$ cat src/design/fan_curve_duty_controller_core_assert.svh
// Assertion helpers shared by the fan curve controller.
`ifndef FAN_CURVE_DUTY_CONTROLLER_CORE_ASSERT_SVH
`define FAN_CURVE_DUTY_CONTROLLER_CORE_ASSERT_SVH

// The consequent must hold in the same cycle as the antecedent.
`define FCDC_ASSERT_SAME(label, clk, rst_n, ante, cons, msg) \
	label: assert property (@(posedge clk) disable iff (!rst_n) (ante) |-> (cons)) \
		else $error(msg);

// The consequent must hold in the cycle after the antecedent.
`define FCDC_ASSERT_NEXT(label, clk, rst_n, ante, cons, msg) \
	label: assert property (@(posedge clk) disable iff (!rst_n) (ante) |=> (cons)) \
		else $error(msg);

`endif

$ cat src/design/fcdc_pkg.sv
package fcdc_pkg;

	// Default width of the period timer.
	localparam int TIME_BITS_DEF = 32;

	// Field widths.
	localparam int TEMP_W   = 12;
	localparam int PWM_W    = 8;
	localparam int MS_W     = 27;
	localparam int DELTA_W  = 10;
	localparam int NOW_W    = 32;
	localparam int CFG_IDX_W = 3;

	// Curve arithmetic widths: the product of a 13-bit difference and a
	// 9-bit span has a magnitude below 2^20.
	localparam int PROD_W = 22;
	localparam int NUM_W  = 20;
	localparam int DEN_W  = 12;

	// Register indexes of the configuration port.
	typedef enum logic [CFG_IDX_W-1:0] {
		REG_TEMP_LOW    = 3'd0,
		REG_TEMP_HIGH   = 3'd1,
		REG_MIN_PWM     = 3'd2,
		REG_MAX_PWM     = 3'd3,
		REG_DUTY_MODE   = 3'd4,
		REG_PERIOD_MS   = 3'd5,
		REG_ON_MS       = 3'd6,
		REG_FORCE_DELTA = 3'd7
	} cfg_reg_t;

	// Sequencer states.
	typedef enum logic [2:0] {
		ST_IDLE,
		ST_MUL,
		ST_START,
		ST_WAIT,
		ST_FIN
	} seq_state_t;

	// Divider status toward the sequencer.
	typedef struct packed {
		logic busy;
		logic done;
	} div_stat_t;

endpackage

$ cat src/design/fcdc_div.sv
module fcdc_div
	import fcdc_pkg::*;
(
	input  logic             clk,
	input  logic             arst_n,
	input  logic             start,
	input  logic [NUM_W-1:0] dividend,
	input  logic [DEN_W-1:0] divisor,
	output logic [NUM_W-1:0] quotient,
	output div_stat_t        stat
);

	localparam int CNT_W = $clog2(NUM_W + 1);

	logic [CNT_W-1:0] cnt_q;
	logic             done_q;
	logic [NUM_W-1:0] quo_q;
	logic [DEN_W-1:0] rem_q;
	logic [DEN_W-1:0] div_q;

	logic [DEN_W:0]   shifted;
	logic [DEN_W+1:0] diff;
	logic             ge;

	// One restoring step: shift in the next dividend bit and try a subtract.
	always_comb begin
		shifted = {rem_q, quo_q[NUM_W-1]};
		diff    = {1'b0, shifted} - (DEN_W+2)'(div_q);
		ge      = !diff[DEN_W+1];
	end

	// Step counter and done pulse.
	always_ff @(posedge clk or negedge arst_n) begin
		if (!arst_n) begin
			cnt_q  <= '0;
			done_q <= 1'b0;
		end else if (start) begin
			cnt_q  <= CNT_W'(NUM_W);
			done_q <= 1'b0;
		end else if (cnt_q != '0) begin
			cnt_q  <= cnt_q - 1'b1;
			done_q <= (cnt_q == CNT_W'(1));
		end else begin
			done_q <= 1'b0;
		end
	end

	// Partial remainder and quotient shift register.
	always_ff @(posedge clk) begin
		if (start) begin
			quo_q <= dividend;
			rem_q <= '0;
			div_q <= divisor;
		end else if (cnt_q != '0) begin
			quo_q <= {quo_q[NUM_W-2:0], ge};
			rem_q <= ge ? diff[DEN_W-1:0] : shifted[DEN_W-1:0];
		end
	end

	assign quotient  = quo_q;
	assign stat.busy = (cnt_q != '0);
	assign stat.done = done_q;

endmodule

$ cat src/design/fan_curve_duty_controller_core.sv
// Fan curve duty controller. Each input beat (temperature, target, millisecond
// timestamp) yields one output beat (PWM duty, forced-cooling flag). An item
// goes from acceptance to the output register through the curve multiply, the
// load of the divider, the steps of the restoring divider until it flags done,
// and the clamp and duty window in the finish state. in_stall stays high while
// an item is in work; a finished item waits in the finish state while an
// earlier result is still held by out_stall, and the next input beat is taken
// as soon as the result is in the output register.
// Configuration writes take effect at once.
`include "fan_curve_duty_controller_core_assert.svh"

module fan_curve_duty_controller_core
	import fcdc_pkg::*;
#(
	parameter int TIME_BITS = TIME_BITS_DEF
) (
	input  logic                        clk,
	input  logic                        arst_n,
	input  logic                        cfg_we,
	input  logic [CFG_IDX_W-1:0]        cfg_index,
	input  logic [MS_W-1:0]             cfg_data,
	input  logic                        in_valid,
	output logic                        in_stall,
	input  logic signed [TEMP_W-1:0]    temp_tenths,
	input  logic signed [TEMP_W-1:0]    target_tenths,
	input  logic [NOW_W-1:0]            now_ms,
	output logic                        out_valid,
	input  logic                        out_stall,
	output logic [PWM_W-1:0]            pwm_duty,
	output logic                        cooling_forced
);

	localparam int NW = (TIME_BITS > NOW_W) ? TIME_BITS : NOW_W;
	localparam int CW = (TIME_BITS > MS_W) ? TIME_BITS : MS_W;

	// Configuration registers.
	logic signed [TEMP_W-1:0] lo_q;
	logic signed [TEMP_W-1:0] hi_q;
	logic [PWM_W-1:0]         min_q;
	logic [PWM_W-1:0]         max_q;
	logic                     duty_q;
	logic [MS_W-1:0]          period_q;
	logic [MS_W-1:0]          on_q;
	logic [DELTA_W-1:0]       delta_q;

	// Item registers and state.
	seq_state_t               state_q, state_d;
	logic signed [TEMP_W-1:0] t_q;
	logic signed [TEMP_W-1:0] tgt_q;
	logic [NOW_W-1:0]         now_q;
	logic [NUM_W-1:0]         mag_q;
	logic                     neg_q;
	logic [TIME_BITS-1:0]     pstart_q;
	logic                     out_valid_q;
	logic [PWM_W-1:0]         pwm_q;
	logic                     forced_q;

	// Sequencer controls.
	logic in_take;
	logic div_start;
	logic fin_go;

	// Divider connection.
	logic [NUM_W-1:0] quo;
	div_stat_t        div_stat;
	logic [DEN_W-1:0] den;

	// Curve datapath.
	logic signed [TEMP_W:0]   tdiff;
	logic signed [PWM_W:0]    span;
	logic signed [PROD_W-1:0] prod;
	logic signed [NUM_W:0]    qs;
	logic signed [PROD_W-1:0] pmin_c;
	logic signed [PROD_W-1:0] pmax_c;
	logic signed [PROD_W-1:0] curve;
	logic signed [PROD_W-1:0] raw;
	logic signed [PROD_W-1:0] clamped;
	logic signed [TEMP_W+1:0] tgt_sum;
	logic                     forced;

	// Timer datapath.
	logic [NW-1:0]        now_wide;
	logic [TIME_BITS-1:0] now_t;
	logic [TIME_BITS-1:0] start_eff;
	logic [TIME_BITS-1:0] elapsed;
	logic [TIME_BITS-1:0] elapsed_eff;
	logic                 roll;
	logic                 window_off;
	logic [PWM_W-1:0]     pwm_final;

	// Configuration writes.
	always_ff @(posedge clk or negedge arst_n) begin
		if (!arst_n) begin
			lo_q     <= TEMP_W'(370);
			hi_q     <= TEMP_W'(390);
			min_q    <= PWM_W'(60);
			max_q    <= PWM_W'(255);
			duty_q   <= 1'b1;
			period_q <= MS_W'(300000);
			on_q     <= MS_W'(60000);
			delta_q  <= DELTA_W'(5);
		end else if (cfg_we) begin
			unique case (cfg_reg_t'(cfg_index))
				REG_TEMP_LOW:    lo_q     <= $signed(cfg_data[TEMP_W-1:0]);
				REG_TEMP_HIGH:   hi_q     <= $signed(cfg_data[TEMP_W-1:0]);
				REG_MIN_PWM:     min_q    <= cfg_data[PWM_W-1:0];
				REG_MAX_PWM:     max_q    <= cfg_data[PWM_W-1:0];
				REG_DUTY_MODE:   duty_q   <= cfg_data[0];
				REG_PERIOD_MS:   period_q <= cfg_data;
				REG_ON_MS:       on_q     <= cfg_data;
				REG_FORCE_DELTA: delta_q  <= cfg_data[DELTA_W-1:0];
				default: ;
			endcase
		end
	end

	// Sequencer state register.
	always_ff @(posedge clk or negedge arst_n) begin
		if (!arst_n) begin
			state_q <= ST_IDLE;
		end else begin
			state_q <= state_d;
		end
	end

	// Next state and sequencer controls.
	always_comb begin
		state_d   = state_q;
		in_take   = 1'b0;
		div_start = 1'b0;
		fin_go    = 1'b0;
		unique case (state_q)
			ST_IDLE: begin
				in_take = in_valid;
				if (in_valid) state_d = ST_MUL;
			end
			ST_MUL: begin
				state_d = ST_START;
			end
			ST_START: begin
				div_start = 1'b1;
				state_d   = ST_WAIT;
			end
			ST_WAIT: begin
				if (div_stat.done) state_d = ST_FIN;
			end
			ST_FIN: begin
				fin_go = !(out_valid_q && out_stall);
				if (fin_go) state_d = ST_IDLE;
			end
			default: begin
				state_d = ST_IDLE;
			end
		endcase
	end

	assign in_stall = (state_q != ST_IDLE);

	// Capture the input beat.
	always_ff @(posedge clk) begin
		if (in_take) begin
			t_q   <= temp_tenths;
			tgt_q <= target_tenths;
			now_q <= now_ms;
		end
	end

	// Curve numerator: (t - lo) * (max - min), kept as sign and magnitude.
	always_comb begin
		tdiff = (TEMP_W+1)'(t_q) - (TEMP_W+1)'(lo_q);
		span  = $signed({1'b0, max_q}) - $signed({1'b0, min_q});
		prod  = PROD_W'(tdiff) * PROD_W'(span);
	end

	always_ff @(posedge clk) begin
		if (state_q == ST_MUL) begin
			neg_q <= prod[PROD_W-1];
			mag_q <= prod[PROD_W-1] ? NUM_W'(-prod) : NUM_W'(prod);
		end
	end

	// Band width; only meaningful when the band is not empty.
	assign den = DEN_W'((TEMP_W+1)'(hi_q) - (TEMP_W+1)'(lo_q));

	fcdc_div u_div (
		.clk      (clk),
		.arst_n   (arst_n),
		.start    (div_start),
		.dividend (mag_q),
		.divisor  (den),
		.quotient (quo),
		.stat     (div_stat)
	);

	// Signed quotient, offset, empty band case and clamp.
	always_comb begin
		qs     = neg_q ? -$signed({1'b0, quo}) : $signed({1'b0, quo});
		pmin_c = $signed({{(PROD_W-PWM_W){1'b0}}, min_q});
		pmax_c = $signed({{(PROD_W-PWM_W){1'b0}}, max_q});
		curve  = PROD_W'(qs) + pmin_c;
		if (hi_q <= lo_q) begin
			raw = (t_q >= hi_q) ? pmax_c : pmin_c;
		end else begin
			raw = curve;
		end
		priority if (raw < pmin_c) begin
			clamped = pmin_c;
		end else if (raw > pmax_c) begin
			clamped = pmax_c;
		end else begin
			clamped = raw;
		end
		tgt_sum = (TEMP_W+2)'(tgt_q) + $signed({4'd0, delta_q});
		forced  = (TEMP_W+2)'(t_q) >= tgt_sum;
	end

	// Period timer and on window.
	always_comb begin
		now_wide    = NW'(now_q);
		now_t       = now_wide[TIME_BITS-1:0];
		start_eff   = (pstart_q == '0) ? now_t : pstart_q;
		elapsed     = now_t - start_eff;
		roll        = CW'(elapsed) >= CW'(period_q);
		elapsed_eff = roll ? '0 : elapsed;
		window_off  = !(CW'(elapsed_eff) < CW'(on_q));
		pwm_final   = (duty_q && !forced && window_off) ? '0 : clamped[PWM_W-1:0];
	end

	always_ff @(posedge clk or negedge arst_n) begin
		if (!arst_n) begin
			pstart_q <= '0;
		end else if (fin_go && duty_q) begin
			pstart_q <= roll ? now_t : start_eff;
		end
	end

	// Output register; a new result may replace one taken in the same cycle.
	always_ff @(posedge clk or negedge arst_n) begin
		if (!arst_n) begin
			out_valid_q <= 1'b0;
		end else if (fin_go) begin
			out_valid_q <= 1'b1;
		end else if (!out_stall) begin
			out_valid_q <= 1'b0;
		end
	end

	always_ff @(posedge clk) begin
		if (fin_go) begin
			pwm_q    <= pwm_final;
			forced_q <= forced;
		end
	end

	assign out_valid      = out_valid_q;
	assign pwm_duty       = pwm_q;
	assign cooling_forced = forced_q;

	// Checks on the sequencer and the divider handshake.
	`FCDC_ASSERT_SAME(a_start_idle_div, clk, arst_n, div_start, !div_stat.busy, "divider restarted while busy")
	`FCDC_ASSERT_SAME(a_done_in_wait, clk, arst_n, div_stat.done, state_q == ST_WAIT, "divider done outside wait")
	`FCDC_ASSERT_NEXT(a_take_to_mul, clk, arst_n, in_valid && !in_stall, state_q == ST_MUL, "accepted beat did not start work")
	`FCDC_ASSERT_SAME(a_valid_from_fin, clk, arst_n, $rose(out_valid), $past(state_q == ST_FIN), "result appeared without finish")

endmodule
$ cat config.mk
export PLATFORM = sky130hd
export DESIGN_NAME = fan_curve_duty_controller_core
export DESIGN_NICKNAME = d
export VERILOG_FILES = /design/src/design/fcdc_pkg.sv /design/src/design/fcdc_div.sv /design/src/design/fan_curve_duty_controller_core.sv
export VERILOG_INCLUDE_DIRS = /design/src /design/src/design
export SDC_FILE = /design/constraint.sdc
export NUM_CORES = 1
export LEC_CHECK = 0
export ABC_AREA = 1
export BUFFER_PORTS_ARGS = -buffer_cell sky130_fd_sc_hd__buf_4
export CAP_MARGIN = 20
export CORE_ASPECT_RATIO = 0.7
export CORE_MARGIN = 1.5
export CORE_UTILIZATION = 55
export CTS_BUF_LIST = sky130_fd_sc_hd__clkbuf_4 sky130_fd_sc_hd__clkbuf_8
export CTS_CLUSTER_SIZE = 20
export DETAILED_ROUTE_END_ITERATION = 10
export GPL_TIMING_DRIVEN = 0
export PLACE_DENSITY_LB_ADDON = 0.1
export SYNTH_ARGS = -nofsm -noshare
export SYNTH_HDL_FRONTEND = slang
export SYNTH_SLANG_ARGS = --single-unit
export TNS_END_PERCENT = 5
$ cat constraint.sdc
create_clock -name clk -period 9.6 [get_ports clk]
set_input_delay 0.96 -clock clk [delete_from_list [all_inputs] [get_ports clk]]
set_output_delay 0.96 -clock clk [all_outputs]
set_load 0.005 [all_outputs]
==> metrics.yaml, run 1 <==
outcome:
  status: "finished, violations left"
  violations: "DRC"
critical_path:
  critPathKind: "reg2reg"
  cp_max_fo: 10
  crit_path_end_kind: "flip-flop"
  cp-start-kind: "flip-flop"
  crit_top_cell: "nand2_1"
  max_stage_delay_ns: 0.55
  crit_required_ns: 9.88
  rr_startpoint: "max_q[0]$_DFFE_PN1P_"
  rr_worst_depth: 40
  r2r_slack_ns: 0.60
  r2r-end: "mag_q[15]$_DFFE_PP_"
  crit_arrival_ns: 9.29
  cpMaxStageDelayCell: "a21oi_1"
  crit_start: "max_q[0]$_DFFE_PN1P_"
clock_tree:
  path_clk_slew_ns: 0.08
  cts_tree: "built"
  ctsHtreeMaxLevel: 2
  cts_hold_buffers: 0
  cts_buffers: 45
  clockRootBuffer: "clkbuf_8"
  ctsResizeCount: 0
  insertion_delay_ns: 0.58
  cts_sinks: 277
  post-cts-setup-buffer-count: 0
  clockBufferDepth: 3
final_layout:
  seqCellArea_sq_um: 7511
  fin_cells: 3553
  nNetsFinal: 3403
  nFillCells: 3720
  layout-drive-gt1-share: 0.1197
  area_growth_pct: 10.81
  multi_input_area_sq_um: 13480
logic_synthesis:
  synthTopCellsByArea: "edfxtp_1, ha_1, dfrtp_1"
  async_flop_share: 0.5307
  synth_warnings: 0
  synth.cell_area_sq_um: 23160
  avgSynthCellArea_sq_um: 8.211
  mappedNetlistNets: 3250
  ys.flop_type: "edfxtp_1"
  synth_edf_count: 118
  ys_seq_area_frac: 0.3243
  synth_cell_types: 69
  syn_inst: 2821
  synth_top_area_frac: 0.1530
  synth_top_area_cell: "edfxtp_1"
  synth-seq-cells: 277
route:
  dr_total_vias: 19350
  dr.pass1.iters: 8
  wl_per_cell_um: 17.36
  wl_mm: 61.70
  vias_per_cell: 5.447
  ant_nets: 0
  drt_iter0_markers: 1505
  drc: 5
timing:
  relSlewSlack: 0.3969
  setup_viol: 0
  tightest_slew_ns: 0.9036
  tns_ns: 0
  max_freq_ghz: 0.1111
  finalCriticalPeriod_ns: 9.003
  rsz0062_at_grt: "false"
  clock_skew_ns: 0.02484
  slew_violations: 0
  finalHoldViolations: 0
  layout_worst_path_cycle_share: 0.9379
placement:
  io_buffer_count: 101
  gp_congestion: 0.9861
  dpl.cell_count: 3470
  dp_hpwl_mm: 50.48
floorplanning:
  start_util: 0.5613
  die_x_um: 248.3
  die_h_um: 174.7
  ioPinCount: 102
  die-area_sq_um: 43380
  core_sq_um: 41270
  row_count: 62
global_route:
  grt_overflow: 0
  grt_pass1_vias: 18480
  grt_max_degree: 100
  grt_usage: 0.2879
  grt_pass1_wl_mm: 97.45
  antenna_found_initial: 2
job:
  maxCapViolCount: 0
min_path:
  hold_class: "in2async"
[sequential cells by signal (all words and copies together), names as in the netlist, 10 cells and up]
signal	cells
now_q	32
pstart_q	32
on_q	27
period_q	27
mag_q	20
u_div.quotient	20
hi_q	12
lo_q	12
t_q	12
tgt_q	12
u_div.div_q	12
u_div.rem_q	12
delta_q	10
[per-layer routing]
metal,vias to the layer above,track usage,wire length (um)
li1,9446,-,-
met5,-,0,0
met2,585,0.3900,24190
met1,9263,0.4590,31270
met3,60,0.07126,5314
met4,0,0.05648,922
[cells in the mapped netlist (all sizes together), types with 2 or more instances]
cell type and count:
or2 17, ha 233, o31ai 5, o211ai 42
dfstp 39, a31oi 5, clkbuf 44, nor2 214
o21bai 14, o311ai 2, nand3b 4, nor3 28
nand3 72, buf 13, and2 2, o22ai 6
nand4 26, o21ai 232, nor4 3, dfrtp 108
xor2 95, clkinv 4, edfxtp 118, fa 105
dfxtp 12, xnor2 37, o221a 4, a211oi 11
nand2 594, o21a 4, a21oi 192, and3 2
o221ai 3, a21o 6, inv 513
[worst max path at each step]
| stage | endpoint | slack, ns | cells after the start |
|---|---|---|---|
| final | mag_q[15]$_DFFE_PP_ | 0.60 | 40 |
| after global routing | mag_q[15]$_DFFE_PP_ | 0.03 | 40 |
| after floorplan | mag_q[15]$_DFFE_PP_ | 1.94 | 47 |
| after global placement | mag_q[15]$_DFFE_PP_ | 0.88 | 39 |
| after detailed placement | mag_q[15]$_DFFE_PP_ | 0.72 | 39 |
| after CTS | mag_q[15]$_DFFE_PP_ | 0.69 | 39 |
[area by class of cell]
class,count,share of cell area
clock inverters,3,0.001560
multi-input cells,1970,0.5252
well taps,544,0.02652
inverters,517,0.07560
diodes,1,0.00009749
repair buffers,106,0.03285
flip-flops and latches,277,0.2926
clock buffers,78,0.03597
plain buffers,57,0.009554
[critical path, delay by kind of cell (launching register included)]
kind / cells / cell delay [ns]
flops: 1 / 0.40
fa+ha+maj: 8 / 3.56
simple gates: 10 / 0.93
xor+xnor: 1 / 0.17
buf+inv: 7 / 1.05
compound gates: 14 / 2.58
[cell families (layout without fill, tap and decap cells)]
kind of cell / after synthesis / in the layout / share of synthesized area
AND/OR/NAND/NOR: 963 / 963 / 0.1815
buffers and inverters: 574 / 761 / 0.09437
AO/OA/AOI/OAI: 536 / 536 / 0.1306
adder cells (fa/ha/maj): 338 / 338 / 0.2166
flip-flops: 277 / 277 / 0.3243
XOR/XNOR: 132 / 132 / 0.05218
multiplexers: 1 / 1 / 0.0004321
other: 0 / 1 / 0
[layout by cell type, fill, tap and decap left out, types with 17 or more instances in the layout]
| master | n |
|---|---|
| a21oi_1 | 188 |
| buf_4 | 105 |
| clkbuf_1 | 44 |
| clkbuf_4 | 24 |
| clkbuf_8 | 54 |
| dfrtp_1 | 108 |
| dfstp_2 | 39 |
| edfxtp_1 | 118 |
| fa_1 | 105 |
| ha_1 | 233 |
| inv_1 | 498 |
| nand2_1 | 565 |
| nand2_2 | 26 |
| nand3_1 | 57 |
| nand4_1 | 24 |
| nor2_1 | 196 |
| nor3_1 | 24 |
| o211ai_1 | 42 |
| o21ai_0 | 219 |
| or2_2 | 17 |
| xnor2_1 | 36 |
| xor2_1 | 89 |
[per-stage QoR]
step,cell area [sq um],hold WS [ns],setup slack (ns),util
after floorplan,23160,0.4510,1.939,-
after global placement,24600,0.4695,0.8799,0.5961
after detailed placement,24690,0.4697,0.7157,0.5983
after CTS,25650,0.3253,0.6857,0.6216
after global routing,25670,0.3512,0.03132,0.6220
final,25670,0.3359,0.5966,0.6220
Power of run 1 is left out: the tool's default activity adds up to more than one toggle a clock period on the data nets, which glitch-free logic cannot reach.
==> run 2, diff against run 1 <==
--- a/config.mk
+++ b/config.mk
@@ -6,7 +6,7 @@
 export SDC_FILE = /design/constraint.sdc
 export NUM_CORES = 1
 export LEC_CHECK = 0
-export ABC_AREA = 1
+export ABC_AREA = 0
 export BUFFER_PORTS_ARGS = -buffer_cell sky130_fd_sc_hd__buf_4
 export CAP_MARGIN = 20
 export CORE_ASPECT_RATIO = 0.7
==> metrics.yaml, run 2 <==
final_layout:
  area_growth_pct: 11.44
  layout-drive-gt1-share: 0.1532
  nNetsFinal: 3048
  fin_cells: 3210
  post-route-util: 0.6198
  layout_commonest_cell: "nand2_1"
  nFillCells: 3568
  top_regs: "now_q (32), pstart_q (32)"
  mostFrequentLayoutCells: "nand2_1, inv_1, ha_1"
floorplanning:
  die-area_sq_um: 44000
  row_count: 63
  die_h_um: 175.9
  core_sq_um: 42250
  ioPinCount: 102
  die_x_um: 250.1
  start_util: 0.5562
critical_path:
  crit_path_end_kind: "flip-flop"
  critPathKind: "reg2reg"
  crit_required_ns: 10.01
  cpMaxStageDelayCell: "dfrtp_1"
  crit_top_cell: "a21o_1"
  crit_arrival_ns: 9.56
  max_stage_delay_ns: 0.44
  cp-start-kind: "flip-flop"
  cp_max_fo: 10
logic_synthesis:
  synth_top_area_frac: 0.1508
  async_flop_share: 0.5307
  synth_warnings: 0
  yosysMostFrequentCell: "nand2_1"
  synth_edf_count: 118
  mappedNetlistNets: 2896
  synth_cell_types: 100
  ys_seq_area_frac: 0.3196
  avgSynthCellArea_sq_um: 9.526
  synth.cell_area_sq_um: 23500
  ys.flop_type: "edfxtp_1"
  syn_inst: 2467
  synth-seq-cells: 277
  netlist_top_cells_count: "nand2_1, inv_1, ha_1"
  synthTopCellsByArea: "edfxtp_1, ha_1, dfrtp_1"
  synth_top_area_cell: "edfxtp_1"
route:
  wl_mm: 63.46
  ant_nets: 0
  vias_per_cell: 5.890
  dr.pass1.iters: 7
  dr_total_vias: 18910
  drt_iter0_markers: 1570
  wl_per_cell_um: 19.77
  drc: 0
placement:
  io_buffer_count: 97
  gp_congestion: 0.9072
  dpl.cell_count: 3120
  dp_hpwl_mm: 51.01
timing:
  setup_viol: 0
  tns_ns: 0
  fin_hold_ws_ns: 0.3793
  finalCriticalPeriod_ns: 9.150
  tightest_slew_ns: 1.096
  layout_worst_path_cycle_share: 0.9532
  finalHoldViolations: 0
  max_freq_ghz: 0.1093
  clock_skew_ns: 0.05061
  relSlewSlack: 0.2691
  slew_violations: 0
global_route:
  grt_pass1_wl_mm: 99.82
  grt_max_degree: 82
  grt_pass1_vias: 18090
  grt_usage: 0.2900
  antenna_found_initial: 0
  grt_overflow: 0
clock_tree:
  insertion_delay_ns: 0.63
  cts_buffers: 46
  clockRootBuffer: "clkbuf_8"
  cts_tree: "built"
  path_clk_slew_ns: 0.07
  ctsHtreeMaxLevel: 2
  clockBufferDepth: 3
  cts_sinks: 277
outcome:
  status: "completed"
min_path:
  hold_class: "in2async"
job:
  maxCapViolCount: 0
==> run 2: cell families after synthesis <==
| kind of cell | Yosys count | synth area share |
|---|---|---|
| compound gates | 554 | 0.1618 |
| xor+xnor | 121 | 0.04542 |
| fa+ha+maj | 339 | 0.2139 |
| buf+inv | 337 | 0.05590 |
| flops | 277 | 0.3196 |
| mux | 107 | 0.05010 |
| simple gates | 732 | 0.1533 |
==> run 2: repair_timing <==
item | 4_1_cts | 5_1_grt
gates resized for setup | 6 | 22
buffers inserted | 1 | 1
setup endpoints to repair | 8 | 28
pin swaps | 1 | 1
hold buffers | 0 | 0
cloned | 0 | 0
endpoints found under the hold margin | 0 | 0
==> run 2: critical path, delay by kind of cell (launching register included) <==
family | cells | cell delay, ns
compound gates | 21 | 4.40
xor+xnor | 1 | 0.20
fa+ha+maj | 3 | 0.93
buf+inv | 4 | 1.01
flops | 1 | 0.44
simple gates | 11 | 1.96
==> run 2: final timing paths <==
check / startpoint / to / slack [ns] / cells after the start
setup / recovery: pstart_q[25]$_DFFE_PN0P_ / pwm_duty[2]$_SDFFCE_PP0P_ / 0.45 / 40
hold / removal: arst_n / out_valid$_DFFE_PN0P_ / 0.38 / 1
setup reg to reg: pstart_q[25]$_DFFE_PN0P_ / pwm_duty[2]$_SDFFCE_PP0P_ / 0.45 / 40
hold reg to reg: mag_q[14]$_DFFE_PP_ / u_div.quotient[14]$_DFFE_PP_ / 0.50 / 2
max in group asynchronous: arst_n / delta_q[0]$_DFFE_PN1P_ / 8.35 / 2
min in group clk: now_ms[5] / now_q[5]$_DFFE_PP_ / 0.50 / 1
==> run 2: cell type report <==
| type | count | area, sq um | area share |
|---|---|---|---|
| timing repair buffer | 104 | 840.8 | 0.03211 |
| tap | 552 | 690.7 | 0.02637 |
| multi-input combinational | 1853 | 14780 | 0.5643 |
| clock buffer | 66 | 808.3 | 0.03086 |
| antenna | 1 | 2.502 | 0.00009556 |
| buffer | 80 | 362.8 | 0.01386 |
| clock inverter | 20 | 230.2 | 0.008791 |
| inverter | 257 | 964.7 | 0.03684 |
| sequential | 277 | 7511 | 0.2868 |
==> run 2: metal layers <==
layer  part of all wire  global-route usage  vias up
li1                   -                   -     8974
met1               0.51              0.4669     9155
met2               0.38              0.3803      696
met3              0.098             0.07607       82
met4              0.017             0.06263        0
met5                  0                   0        -
==> run 2: through the flow <==
stage,cell area (sq um),setup WS (ns)
floorplan,23500,1.832
global placement,24920,-0.7582
detailed placement,25000,-0.8861
CTS,26070,0.05197
global route,26190,-0.01966
finish,26190,0.4497
Power of run 2 is left out for the same reason.
